<file path="src/design/qn_pkg.sv">
// Shared types and constants for the quaternion normalizer.
package qn_pkg;

	localparam int COMP_W = 16;               // input component width
	localparam int SUM_W  = 2 * COMP_W + 2;   // sum of squares, even width
	localparam int ROOT_W = COMP_W + 1;       // floor(sqrt(sum))
	localparam int REM_W  = COMP_W + 4;       // root remainder
	localparam int QUO_W  = 15;               // quotient bits, up to 16384
	localparam int NLANE  = 4;
	localparam logic [QUO_W-1:0] OUT_ONE = 15'd16384;

	typedef struct packed {
		logic signed [COMP_W-1:0] in_x;
		logic signed [COMP_W-1:0] in_y;
		logic signed [COMP_W-1:0] in_z;
		logic signed [COMP_W-1:0] in_w;
	} in_word_t;

	typedef struct packed {
		logic signed [15:0] out_x;
		logic signed [15:0] out_y;
		logic signed [15:0] out_z;
		logic signed [15:0] out_w;
		logic               zero_magnitude;
	} out_word_t;

	// token moving down the square root row
	typedef struct packed {
		logic [SUM_W-1:0]              s;
		logic [REM_W-1:0]              r;
		logic [ROOT_W-1:0]             q;
		logic [NLANE-1:0][COMP_W-1:0]  mag;
		logic [NLANE-1:0]              neg;
	} sq_tok_t;

	// token moving down the divider row
	typedef struct packed {
		logic [ROOT_W-1:0]             m;
		logic [NLANE-1:0][ROOT_W:0]    rem;
		logic [NLANE-1:0][QUO_W-1:0]   quo;
		logic [NLANE-1:0]              nxt;
		logic [NLANE-1:0]              neg;
		logic                          zero;
	} dv_tok_t;

endpackage

</file>
<file path="src/design/qn_div_cell.sv">
// One digit cell of the divider row: one quotient bit for all four lanes.
module qn_div_cell import qn_pkg::*; (
	input  logic    clk,
	input  logic    arst_n,
	input  logic    en,
	input  logic    vld_in,
	input  dv_tok_t tok_in,
	output logic    vld_out,
	output dv_tok_t tok_out
);

	logic [ROOT_W:0] rr   [NLANE];
	logic [ROOT_W:0] dvsr;
	dv_tok_t         nxt;
	logic            vld_q;
	dv_tok_t         tok_q;

	// restoring step per lane; the fresh dividend bit is used once
	always_comb begin
		nxt     = tok_in;
		dvsr    = {1'b0, tok_in.m};
		nxt.nxt = '0;
		for (int l = 0; l < NLANE; l++) begin
			rr[l] = {tok_in.rem[l][ROOT_W-1:0], tok_in.nxt[l]};
			if (rr[l] >= dvsr) begin
				nxt.rem[l] = rr[l] - dvsr;
				nxt.quo[l] = {tok_in.quo[l][QUO_W-2:0], 1'b1};
			end else begin
				nxt.rem[l] = rr[l];
				nxt.quo[l] = {tok_in.quo[l][QUO_W-2:0], 1'b0};
			end
		end
	end

	always_ff @(posedge clk or negedge arst_n) begin
		if (!arst_n) begin
			vld_q <= 1'b0;
		end else if (en) begin
			vld_q <= vld_in;
		end
	end

	always_ff @(posedge clk) begin
		if (en) begin
			tok_q <= nxt;
		end
	end

	assign vld_out = vld_q;
	assign tok_out = tok_q;

endmodule

</file>
<file path="config.mk">
export PLATFORM = sky130hd
export DESIGN_NAME = qn_div_cell
export DESIGN_NICKNAME = d
export VERILOG_FILES = /design/src/design/qn_pkg.sv /design/src/design/qn_div_cell.sv
export SDC_FILE = /design/constraint.sdc
export NUM_CORES = 1
export LEC_CHECK = 0
export BUFFER_PORTS_ARGS = -buffer_cell sky130_fd_sc_hd__buf_2
export CAP_MARGIN = 25
export CORE_ASPECT_RATIO = 2
export CORE_MARGIN = 4
export CORE_UTILIZATION = 40
export DETAILED_ROUTE_END_ITERATION = 8
export MAX_ROUTING_LAYER = met4
export PLACE_DENSITY_LB_ADDON = 0.08
export SLEW_MARGIN = 20
export SYNTH_ARGS = -nofsm -noshare
export SYNTH_HDL_FRONTEND = slang
export SYNTH_SLANG_ARGS = --single-unit
</file>
<file path="constraint.sdc">
create_clock -name clk -period 1.85 [get_ports clk]
set_input_delay 0.0925 -clock clk [delete_from_list [all_inputs] [get_ports clk]]
set_output_delay 0.0925 -clock clk [all_outputs]
set_load 0.01 [all_outputs]
</file>
Word level (Yosys, flattened, before mapping)
Cells that the tools add are included.
Cells by class
  $add $sub $neg: 4
  magnitude comparators: 4
  mux-type cells: 8
Operators with widths (count)
  18-bit by 17-bit >= comparator with 1-bit output: 4
  18-bit 2-to-1 mux: 4
  18-bit by 17-bit subtractor with 18-bit output: 4
  1-bit 2-to-1 mux: 4
Storage, ports and cells
  register bits: 155
  input bits: 162
  logic and storage cells: 28

Longest topological paths before layout
  depth in word-level cells: 2
  depth in mapped cells: 12
  depth with buffers taken out: 11

Worst setup path before layout
Ideal clock, no wire load.
  path type: input port to flip-flop
  start: input tok_in[5] (netlist name)
  end: register tok_q (netlist bit tok_out[77]), data pin
  library setup time: 262 ps
  arrival: 2280 ps
  setup slack: -692 ps
  cell stages on the path: 10
  buffers on the path: 1
  cells stage by stage: inv_1 -> ha_1 -> inv_1 -> fa_1 -> a21o_1 -> a311o_1 -> a221oi_4 -> a21oi_2 -> buf_2 -> mux2_1
RTL lines
  from (decl): RTL line qn_div_cell.sv:7  | input dv_tok_t tok_in,
  to (signal assigned): RTL line qn_div_cell.sv:45  | tok_q <= nxt;
  to (decl): RTL line qn_div_cell.sv:16  | dv_tok_t tok_q;

==> summary.md <==
| Metric | Value |
|---|---|
| Status | complete, but fails checks |
| Failing checks | negative setup slack |
| Max Slew Vio Count | 0 |
| Clock period minus worst slack | 2.04 ns |
| Area leader, netlist | edfxtp_1 |
| Synth Area in Simple Gates | between 10% and 20% |
| Number of CTS-inserted buffers | 17 |
| Sw Share | 30.4% |
| Via count | ~9700 |
| Comb pwr share | 36.4% |
| Dpl cells | 1644 |
| Clock insertion delay at the later pin of the skew report | 0.46 ns |
| Unrepaired setup endpoints after global routing | true |
| Largest net degree at the start of global routing | 44 |
| Vertical die dimension | 224 µm |
| Distinct cells, synth | 78 |
| Design area | 17100 µm² |
| DRT iter0 DRCs | 386 |
| CP Launch Type | primary input |
| Critical Path End Type | flop |
| HPWL Detailed | 26600 µm |
| Setup violations, final | 70 |
| Register area share after synthesis | around 50% |
| Crit path max fanout | 8 |
| Sequential Power Share | 34.9% |
| Ranking of synthesized cells by area | edfxtp_1 (49%), ha_1 (9.1%), mux2_2 (3.9%) |
| Slew Limit Headroom | between 60 and 70% |
| Drt first pass iters | 4 |
| CTS Buffer Depth | 2 |
| Crit share post-route | 110% |
| Critical Path RT | 2.05 ns |
| CP Data Arrival Time | roughly 2.3 ns |
| Core Region | between 20000 and 25000 µm² |
| Post-Syn Instances | 811 |
| Number of global-route vias before repair | 10363 |
| Switch Pwr | 3940 µW |
| WL per Instance | between 15 and 20 µm |
| Site Rows | 78 |
| First-pass GRT wire length | 53900 µm |
| Final #Nets | 1796 |
| Combinational family with the most area after synthesis | compound AO/OA/AOI/OAI gates |
| Internal | 9020 µW |
| Seq cells post-synth | between 150 and 200 |
| Maximum VDD drop | approximately 0.90 mV |
| Worst clock skew | 0 ns |
| Routed Wire Length | 36700 µm |
| Synth Area in XOR/XNOR | approximately 3.7% |
| Worst Hold Class | primary input to flop |
| Leakage | 0.00748 µW |
| Power share of the clock group | 28.7% |
| Reg2reg path depth | 1 |
| Hold path depth | 3 |
| P&R area growth vs syn | 82.8% |
| Die area | 26000 µm² |
| Least-Margin Pin Slew | slightly above 0.5 ns |
| Antenna Nets Post-Route | 0 |
| Area after DPL | 13300 µm² |
| Setup ws final | -0.193 ns |
| Initial Util | between 40% and 50% |
| Antenna violations before repair | 2 |
| CTS Sinks | 155 |
| Ports | 321 |
| Post-synth EDFFs | 154 |
| Worst-path clk slew | 0.06 ns |
| GRT Overall Usage | 28.3% |
| Gpl congestion | roughly 0.94 |
| Area fraction in compound gates after synthesis | 16.5% |
| Mean Syn Cell Area | approximately 12 µm² |
| Layout Cells excl Fill | 1858 |
| Die X | 116 µm |
| Post-synth top area share | between 40% and 50% |
| PD cells | 759 nW/µm² |
| Via density | 5.21 |
| Ys Warns | 0 |
| DRC viols | 0 |
| Crit path kind | primary input to flop |
| Ys flop type | edfxtp_1 |
| Post-synthesis async set-or-reset flop share | less than 1% |
| Multiplexer share of the synthesized area | 5.81% |
| Mapped Area | about 9300 µm² |
| Final Hold Vio Count | 0 |
| PortBufs | 308 |
| Clock root cell | clkbuf_16 |
| Grt ovf | 0 |
| Max-Cap Viols | 0 |
| CTS tree | built |
| Synth Area in Adders | between 9 and 10% |
| Layout cells sized above 1 | 57.0% |
| Max Clock Freq | 0.489 GHz |
| H-tree levels | 4 |
-- per-layer routing --
layer  track usage, %  share of wire, %  vias to the layer above
met2             52.6                56                      352
met4             14.5               4.7                        0
met5                -                 0                        -
met3             5.03               5.9                      102
li1                 -                 -                     4640
met1             27.0                34                     4590
-- final timing paths --
path / slack (ns) / to / start
min in group asynchronous: 0.45 / vld_out$_DFFE_PN0P_ / arst_n
max in group asynchronous: 1.30 / vld_out$_DFFE_PN0P_ / arst_n
min reg2reg: 0.53 / vld_out$_DFFE_PN0P_ / vld_out$_DFFE_PN0P_
min: 0.01 / tok_out[84]$_DFFE_PP_ / tok_in[83]
max: -0.19 / tok_out[129]$_DFFE_PP_ / tok_in[157]
max reg2reg: 1.09 / vld_out$_DFFE_PN0P_ / vld_out$_DFFE_PN0P_
-- power groups by stage --
| stage | clock network, µW | registers (µW) | logic, µW |
|---|---|---|---|
| finish | 3720 | 4520 | 4720 |
| global route | 3920 | 4550 | 5070 |
| CTS | 3760 | 4520 | 4350 |
| detailed placement | 0 | 4590 | 3630 |
| global placement | 0 | 4580 | 3590 |
| floorplan | 0 | 4800 | 1630 |
-- cell usage after synthesis, drive strengths merged (9+ instances only) --
| cell | instances |
|---|---|
| edfxtp | 154 |
| ha | 68 |
| a21oi | 56 |
| inv | 55 |
| nor2 | 53 |
| mux2 | 43 |
| nand2 | 40 |
| o21ai | 31 |
| xnor2 | 29 |
| a21o | 24 |
| nor3 | 24 |
| nand3 | 22 |
| a211oi | 12 |
| nand4 | 12 |
| and3 | 11 |
| o21a | 11 |
| xor2 | 11 |
| buf | 9 |
| clkbuf | 9 |
| o31ai | 9 |
-- layout by cell type (no fill, tap or decap), drive strengths merged, types with 6 or more instances in the layout --
master,synthesis,layout
nand4,12,12
nor3,24,24
nand3,22,22
o21ai,31,31
clkbuf,9,18
a31oi,8,8
inv,55,51
nor2b,8,8
clkinvlp,0,15
edfxtp,154,154
ha,68,68
and3,11,11
o211ai,8,8
xor2,11,11
a21oi,56,57
nor2,53,53
a211o,6,6
buf,9,630
nand2b,7,7
o31ai,9,9
dlygate4sd3,0,114
or2,6,6
a21o,24,24
xnor2,29,29
o21a,11,11
mux2,43,43
a2111oi,6,6
nand2,40,40
a211oi,12,12
-- kinds of logic (layout without fill, tap and decap cells) --
logic type / Yosys count / after routing
AO/OA/AOI/OAI: 219 / 220
AND/OR/NAND/NOR: 204 / 204
flip-flops: 155 / 155
buffers and inverters: 73 / 833
adder cells (fa/ha/maj): 72 / 72
multiplexers: 47 / 47
XOR/XNOR: 40 / 40
other: 1 / 7
-- per-stage QoR --
stage	setup slack, ns	util (%)	setup TNS (ns)	hold slack [ns]	power [µW]
floorplan	-0.559	-	-32.10	-0.203	6430
global placement	-0.895	58.2	-53.17	-0.133	8170
detailed placement	-0.901	58.2	-55.18	-0.131	8210
CTS	-0.217	71.5	-8.76	0.00115	12600
global route	-0.269	74.8	-14.83	0.00207	13500
finish	-0.193	74.8	-8.99	0.0105	13000
-- worst max-delay path, cell delays in order --
cell and delay, ns:
buf_4 0.10, clkinvlp_4 0.23, buf_6 0.21, ha_4 0.26, nand4_1 0.17, nor4_2 0.20, buf_4 0.16, nor3_1 0.06
o21a_4 0.28, inv_8 0.12, mux2_2 0.35
-- registers in the layout (all words and copies together) (netlist names) --
signal / count
tok_out: 154
vld_out: 1
-- what timing repair did --
action	CTS	global route
hold buffers	114	0
hold endpoints to repair	113	0
buffers inserted	52	23
gates resized for setup	163	141
gates cloned	4	0
pin swaps	32	68
setup endpoints to repair	75	75
-- layout make-up --
cell class	instances	area, µm²
tap	280	350
timing repair inverter	2	27.5
timing repair buffer	744	5490
fill	1563	5750
antenna	3	7.51
inverter	55	278
multi-input combinational	587	5670
clock buffer	18	429
sequential	155	4650
clock inverter	14	185
Note: power is estimated with default switching activity, not from simulation.
