File: config.mk
export PLATFORM = sky130hd
export DESIGN_NAME = qn_sqrt_cell
export DESIGN_NICKNAME = d
export VERILOG_FILES = /design/src/design/qn_pkg.sv /design/src/design/qn_sqrt_cell.sv
export SDC_FILE = /design/constraint.sdc
export NUM_CORES = 1
export LEC_CHECK = 0
export BUFFER_PORTS_ARGS = -buffer_cell sky130_fd_sc_hd__buf_2
export CORE_MARGIN = 2
export CORE_UTILIZATION = 46
export CTS_CLUSTER_DIAMETER = 60
export CTS_CLUSTER_SIZE = 40
export DETAILED_ROUTE_END_ITERATION = 10
export HOLD_SLACK_MARGIN = 0.03
export PLACE_DENSITY = 0.84
export SYNTH_ARGS = -nofsm -noshare
export SYNTH_HDL_FRONTEND = slang
export SYNTH_SLANG_ARGS = --single-unit
File: constraint.sdc
create_clock -name clk -period 0.8 [get_ports clk]
set_clock_uncertainty 0.05 [all_clocks]
set_input_delay 0.04 -clock clk [delete_from_list [all_inputs] [get_ports clk]]
set_output_delay 0.04 -clock clk [all_outputs]
set_load 0.1 [all_outputs]
File: src/design/qn_pkg.sv
// Shared types and constants for the quaternion normalizer.
package qn_pkg;

	localparam int COMP_W = 16;               // input component width
	localparam int SUM_W  = 2 * COMP_W + 2;   // sum of squares, even width
	localparam int ROOT_W = COMP_W + 1;       // floor(sqrt(sum))
	localparam int REM_W  = COMP_W + 4;       // root remainder
	localparam int QUO_W  = 15;               // quotient bits, up to 16384
	localparam int NLANE  = 4;
	localparam logic [QUO_W-1:0] OUT_ONE = 15'd16384;

	typedef struct packed {
		logic signed [COMP_W-1:0] in_x;
		logic signed [COMP_W-1:0] in_y;
		logic signed [COMP_W-1:0] in_z;
		logic signed [COMP_W-1:0] in_w;
	} in_word_t;

	typedef struct packed {
		logic signed [15:0] out_x;
		logic signed [15:0] out_y;
		logic signed [15:0] out_z;
		logic signed [15:0] out_w;
		logic               zero_magnitude;
	} out_word_t;

	// token moving down the square root row
	typedef struct packed {
		logic [SUM_W-1:0]              s;
		logic [REM_W-1:0]              r;
		logic [ROOT_W-1:0]             q;
		logic [NLANE-1:0][COMP_W-1:0]  mag;
		logic [NLANE-1:0]              neg;
	} sq_tok_t;

	// token moving down the divider row
	typedef struct packed {
		logic [ROOT_W-1:0]             m;
		logic [NLANE-1:0][ROOT_W:0]    rem;
		logic [NLANE-1:0][QUO_W-1:0]   quo;
		logic [NLANE-1:0]              nxt;
		logic [NLANE-1:0]              neg;
		logic                          zero;
	} dv_tok_t;

endpackage

File: src/design/qn_sqrt_cell.sv
// One digit cell of the square root row: settles one root bit.
module qn_sqrt_cell import qn_pkg::*; (
	input  logic    clk,
	input  logic    arst_n,
	input  logic    en,
	input  logic    vld_in,
	input  sq_tok_t tok_in,
	output logic    vld_out,
	output sq_tok_t tok_out
);

	logic [REM_W-1:0] rr;
	logic [REM_W-1:0] trial;
	sq_tok_t          nxt;
	logic             vld_q;
	sq_tok_t          tok_q;

	// bring down two bits, try (root*4 + 1)
	always_comb begin
		nxt   = tok_in;
		rr    = {tok_in.r[REM_W-3:0], tok_in.s[SUM_W-1 -: 2]};
		trial = {{(REM_W-ROOT_W-2){1'b0}}, tok_in.q, 2'b01};
		nxt.s = {tok_in.s[SUM_W-3:0], 2'b00};
		if (rr >= trial) begin
			nxt.r = rr - trial;
			nxt.q = {tok_in.q[ROOT_W-2:0], 1'b1};
		end else begin
			nxt.r = rr;
			nxt.q = {tok_in.q[ROOT_W-2:0], 1'b0};
		end
	end

	always_ff @(posedge clk or negedge arst_n) begin
		if (!arst_n) begin
			vld_q <= 1'b0;
		end else if (en) begin
			vld_q <= vld_in;
		end
	end

	always_ff @(posedge clk) begin
		if (en) begin
			tok_q <= nxt;
		end
	end

	assign vld_out = vld_q;
	assign tok_out = tok_q;

endmodule

==> results of run 1 <==
## stage by stage
| step | hold WS, ns | worst slack (ns) | instances | TNS [ns] | area [µm²] |
|---|---|---|---|---|---|
| floorplan | -0.306 | -1.83 | 347 | -61.44 | 5740 |
| global placement | -0.234 | -1.81 | 827 | -35.88 | 9820 |
| detailed placement | -0.223 | -1.90 | 827 | -38.73 | 9820 |
## cells by family after synthesis
family                     after synthesis  share of synthesized area, %
AOI/OAI and AO/OA                       62                          8.00
and+or+nand+nor                         62                          5.38
xor gates and xnor gates                14                          2.18
adders and majority gates               19                          4.22
muxes                                   16                          3.55
buffers and inverters                   34                          3.13
DFF                                    138                          73.5
other                                    1                        0.0666
==> key figures, run 1 <==
Logic synthesis
  – EDFF count, synth: 137
  – Register bit total from synthesis: 138
  – Ranking of synthesized cells by area: edfxtp_1 (73%), ha_1 (4.2%), mux2_2 (1.6%)
  – Ys Warns: 0
  – Share of Yosys cell area claimed by the top area cell type: 73.0%
  – Mapped Area: 5630 µm²
  – Post-synth top flop: edfxtp_1
  – Post-synth top cells: edfxtp_1 (137), inv_1 (22), ha_1 (19)
  – Ys async rst share: 0.725%
  – Average size of a mapped cell: 16.3 µm²
  – Post-synthesis sequential area ratio: 73.5%
  – Count leader, synth: edfxtp_1
  – Mapped Cells: 346
  – Unique masters post-synth: 52
  – Cell accounting for the most synthesized area: edfxtp_1

Clocking
  – Resized cells post-CTS: 36
  – H-tree Lvls: 4
  – Root buffer cell: clkbuf_16
  – CTS Buffer Depth: 2
  – Postcts setup bufs: 12
  – CTS sink cnt: 138
  – Cts bufs inserted: 17
  – CTS Hold Bufs: 120

Run status
  – Failed at: clock tree synthesis
  – Outcome: did not finish
  – Stop err: [ERROR DPL-0033] detailed placement checks failed during check placement.

Floorplanning
  – Die height: 115 µm
  – Chip width: 115 µm
  – Num ports: 283
  – Row count: 40
  – Initial Utilization: 47.1%

Placement
  – Port Buf Inserts: 278
  – GP Congestion: 1.05
  – Dpl hpwl: 16000 µm
==> inputs of run 2 (changes only) <==
--- a/config.mk
+++ b/config.mk
@@ -7,12 +7,9 @@
 export LEC_CHECK = 0
 export BUFFER_PORTS_ARGS = -buffer_cell sky130_fd_sc_hd__buf_2
 export CORE_MARGIN = 2
-export CORE_UTILIZATION = 46
-export CTS_CLUSTER_DIAMETER = 60
-export CTS_CLUSTER_SIZE = 40
+export CORE_UTILIZATION = 35
 export DETAILED_ROUTE_END_ITERATION = 10
-export HOLD_SLACK_MARGIN = 0.03
-export PLACE_DENSITY = 0.84
+export PLACE_DENSITY_LB_ADDON = 0.15
 export SYNTH_ARGS = -nofsm -noshare
 export SYNTH_HDL_FRONTEND = slang
 export SYNTH_SLANG_ARGS = --single-unit
==> run 2 against run 1 <==
Effect of this change:
- the flow now finishes, with violations (negative hold slack, negative setup slack)
- synthesized cell count unchanged
- area after synthesis unchanged
==> key figures, run 2 <==
Power and ir drop
  – Psw: 10200 µW
  – Seq pwr share: 33.9%
  – Int Pwr: 17400 µW
  – Clock power frac: 27.4%
  – Switch share: 36.9%
  – Peak VDD IR: 0.00140 V
  – Pwr Density: 2260 nW/µm²
  – Overall power: 27600 µW
  – Leakage power: 0.00521 µW
  – Combinational share of power: 38.7%

Clocking
  – H-tree Lvls: 4
  – CTS Buffer Depth: 2
  – TritonCTS clock tree: built
  – Cts bufs inserted: 17
  – CTS sink cnt: 138
  – Clk slew on worst S/H paths: 0.06 ns
  – CTS Hold Bufs: 121
  – Worst-Skew Late Latency: 0.42 ns
  – Root buffer cell: clkbuf_16

Floorplanning
  – Num ports: 283
  – Die height: 131 µm
  – Initial Utilization: 35.6%
  – Chip width: 131 µm
  – Row count: 46
  – Core ar.: 15800 µm²
  – Die ar.: 17100 µm²

Min path
  – Hold Crit Class: input port to flop

Logic synthesis
  – Mapped Area: 5630 µm²
  – Cell accounting for the most synthesized area: edfxtp_1
  – Ys Warns: 0
  – Unique masters post-synth: 52
  – Post-synthesis sequential area ratio: 73.5%
  – Ys async rst share: 0.725%
  – Post-synth top cells: edfxtp_1 (137), inv_1 (22), ha_1 (19)
  – Register bit total from synthesis: 138
  – Count leader, synth: edfxtp_1
  – Post-synth top flop: edfxtp_1
  – Average size of a mapped cell: 16.3 µm²
  – Mapped Cells: 346
  – EDFF count, synth: 137
  – Ranking of synthesized cells by area: edfxtp_1 (73%), ha_1 (4.2%), mux2_2 (1.6%)
  – Share of Yosys cell area claimed by the top area cell type: 73.0%

Run status
  – Outcome: complete, but fails checks
  – Failing checks: negative hold slack, negative setup slack

Detailed routing
  – Antenna viol nets, final: 0
  – WL final: 21800 µm
  – DRC Markers: 0
  – Drt via density: 4.72
  – Routed vias: 5118
  – Drt pass-1 iters: 5
  – WL per Instance: 20.1 µm
  – DR iter-0 viols: 287

Finish
  – Final instance area: 12200 µm²
  – Area added between synthesis and finish: 117%
  – Largest register FFs: 137
  – Commonest non-fill, non-tap cell in the layout: buf_12
  – Commonest cells after routing, fill and taps aside: buf_12 (142), edfxtp_1 (137), buf_2 (129)
  – Nets@finish: 1011
  – Fill count: 904
  – Share of post-route cells with drive strength above 1: 53.2%

Worst setup path
  – Crit path kind: input port to flop
  – Slowest cell on the critical path: or4_4
  – Crit Path Max Fanout: 8
  – Slowest stage delay, CP: 0.53 ns
  – Worst path cell trace: buf_8 > inv_4 > ha_4 > nand2_4 > or4_4 > or3_4 > a21o_1 > and2_4 > inv_8 > mux2_4
  – Worst R2R Setup Slack: -0.10 ns
  – Arrival time worst endpoint: 2.17 ns
  – Critical Path Sink Type: flop
  – Critical Path RT: 0.92 ns
  – Critical Path Source Type: input port

Global route
  – Vias in the first global route: 5466
  – GRT overflow: 0
  – Largest net degree at the start of global routing: 26
  – GRT Total Usage: 25.2%
  – Initial antenna violation count: 6
  – First-pass GRT wire length: 31300 µm

Placement
  – GP Congestion: 0.846
  – Dpl hpwl: 14600 µm
  – Port Buf Inserts: 278
  – Post-Place Cell Area: 10100 µm²

STA
  – Final Setup Violations: 160
  – Count of final max-slew check failures: 0
  – Part of the cycle the worst path needs: 257%
  – RSZ-0062 raised after global routing: true
  – Relative slew slack: 67.3%
  – Final min period: 2.05 ns
  – Setup ws final: -1.26 ns
  – WHS: -0.114 ns
  – Tightest Pin Transition: 0.486 ns
  – F_max: 0.487 GHz
  – Final Hold Fails: 12

Flow run
  – Max-Cap Viols: 0
run 2: cell counts after synthesis:
No cell type changed its count.
run 2: per-layer routing:
metal	part of all wire, %	up-vias	GRT usage, %
met5	0	-	0
met4	4.0	0	12.7
met3	7.6	60	7.70
met2	53	270	46.1
met1	35	2449	26.2
li1	-	2339	-
run 2: area by class of cell:
cell class / instances / area [µm²] / area share (%)
repair inverters: 1 / 11.3 / 0.0923
diodes: 6 / 15.0 / 0.123
clock inverters: 12 / 116 / 0.954
repair buffers: 493 / 5540 / 45.4
flip-flops and latches: 138 / 4140 / 34.0
well taps: 216 / 270 / 2.21
multi-input cells: 175 / 1540 / 12.6
inverters: 23 / 118 / 0.964
clock buffers: 20 / 447 / 3.66
run 2: repair_timing:
item	CTS	global route
buffers inserted	6	3
resized for setup	42	22
pin swaps	15	14
setup endpoints to repair	160	160
endpoints found under the hold margin	133	13
cloned	1	0
run 2: cells by family after synthesis:
kind of cell               synth area share (%)
AOI/OAI and AO/OA                          8.00
xor gates and xnor gates                   2.18
adders and majority gates                  4.22
buffers and inverters                      3.13
DFF                                        73.5
muxes                                      3.55
other                                    0.0666
and+or+nand+nor                            5.38
run 2: power by group through the flow:
stage                     registers, µW  clock network [µW]  logic (µW)
after floorplan                   13800                   0        1220
after detailed placement           9450                   0        9790
after CTS                          9320                7670       10500
after global placement             9420                   0        9710
final                              9330                7550       10700
after global routing               9380                7980       11000
run 2: through the flow:
stage,worst slack [ns],setup TNS [ns],std cells,util (%)
after floorplan,-1.83,-61.44,347,-
after global placement,-1.83,-42.79,916,63.6
after detailed placement,-1.85,-44.21,916,63.6
after CTS,-1.24,-71.46,1076,76.4
after global routing,-1.28,-74.53,1084,77.1
final,-1.26,-69.50,1084,77.1
run 2: critical path, delay by kind of cell:
kind	cells	cell delay, ns
adder cells (fa/ha/maj)	1	0.27
AO/OA/AOI/OAI	1	0.18
buffers and inverters	3	0.21
multiplexers	1	0.30
AND/OR/NAND/NOR	4	1.17
run 2: worst paths after layout:
| check | start | endpoint | cells after the start |
|---|---|---|---|
| max | tok_in[79] | tok_out[96] | 10 |
| min | tok_in[94] | tok_out[96] | 2 |
| max reg2reg | vld_out | vld_out | 1 |
| min reg2reg | vld_out | vld_out | 1 |
| max in group asynchronous | arst_n | vld_out | 3 |
| min in group asynchronous | arst_n | vld_out | 3 |
Note: power is estimated with default switching activity, not from simulation.
==> inputs of run 3 (changes only) <==
--- a/config.mk
+++ b/config.mk
@@ -6,8 +6,8 @@
 export NUM_CORES = 1
 export LEC_CHECK = 0
 export BUFFER_PORTS_ARGS = -buffer_cell sky130_fd_sc_hd__buf_2
-export CORE_MARGIN = 2
-export CORE_UTILIZATION = 35
+export CORE_MARGIN = 5
+export CORE_UTILIZATION = 46
 export DETAILED_ROUTE_END_ITERATION = 10
 export PLACE_DENSITY_LB_ADDON = 0.15
 export SYNTH_ARGS = -nofsm -noshare
==> run 3 against run 2 <==
Effect of this change:
- synthesized cell count is the same
- the flow now stops in clock tree synthesis
- area after synthesis is the same
==> key figures, run 3 <==
Clocking
  – Resized cells post-CTS: 49
  – Postcts setup bufs: 7
  – Root buffer cell: clkbuf_16
  – H-tree Lvls: 4
  – CTS Hold Bufs: 121
  – Cts bufs inserted: 17
  – CTS Buffer Depth: 2
  – CTS sink cnt: 138

Logic synthesis
  – Cell accounting for the most synthesized area: edfxtp_1
  – Ys async rst share: 0.725%
  – Post-synth top cells: edfxtp_1 (137), inv_1 (22), ha_1 (19)
  – Mapped Area: 5630 µm²
  – Post-synth top flop: edfxtp_1
  – Unique masters post-synth: 52
  – Mapped Cells: 346
  – Average size of a mapped cell: 16.3 µm²
  – Ranking of synthesized cells by area: edfxtp_1 (73%), ha_1 (4.2%), mux2_2 (1.6%)
  – EDFF count, synth: 137
  – Count leader, synth: edfxtp_1
  – Register bit total from synthesis: 138
  – Share of Yosys cell area claimed by the top area cell type: 73.0%
  – Post-synthesis sequential area ratio: 73.5%
  – Ys Warns: 0

Placement
  – Port Buf Inserts: 278
  – GP Congestion: 0.957
  – Dpl hpwl: 16300 µm

Run status
  – Outcome: did not finish
  – Failed at: clock tree synthesis
  – Stop err: [ERROR DPL-0033] detailed placement checks failed during check placement.

Floorplanning
  – Chip width: 121 µm
  – Row count: 40
  – Initial Utilization: 46.9%
  – Num ports: 283
  – Die height: 121 µm
-- run 3: cell counts after synthesis --
Identical to the previous run, type by type.
-- run 3: logic make-up after synthesis --
logic type,Yosys count,synth area share (%)
fa+ha+maj,19,4.22
compound gates,62,8.00
other cells,1,0.0666
buf+inv,34,3.13
flops,138,73.5
xor+xnor,14,2.18
mux,16,3.55
simple gates,62,5.38
-- run 3: through the flow --
stage               instance area (µm²)  TNS [ns]  utilization, %  instances  setup WS [ns]
global placement                   9910    -43.97            82.5        841          -1.83
detailed placement                 9910    -46.68            82.5        841          -1.88
floorplan                          5740    -61.44               -        347          -1.83
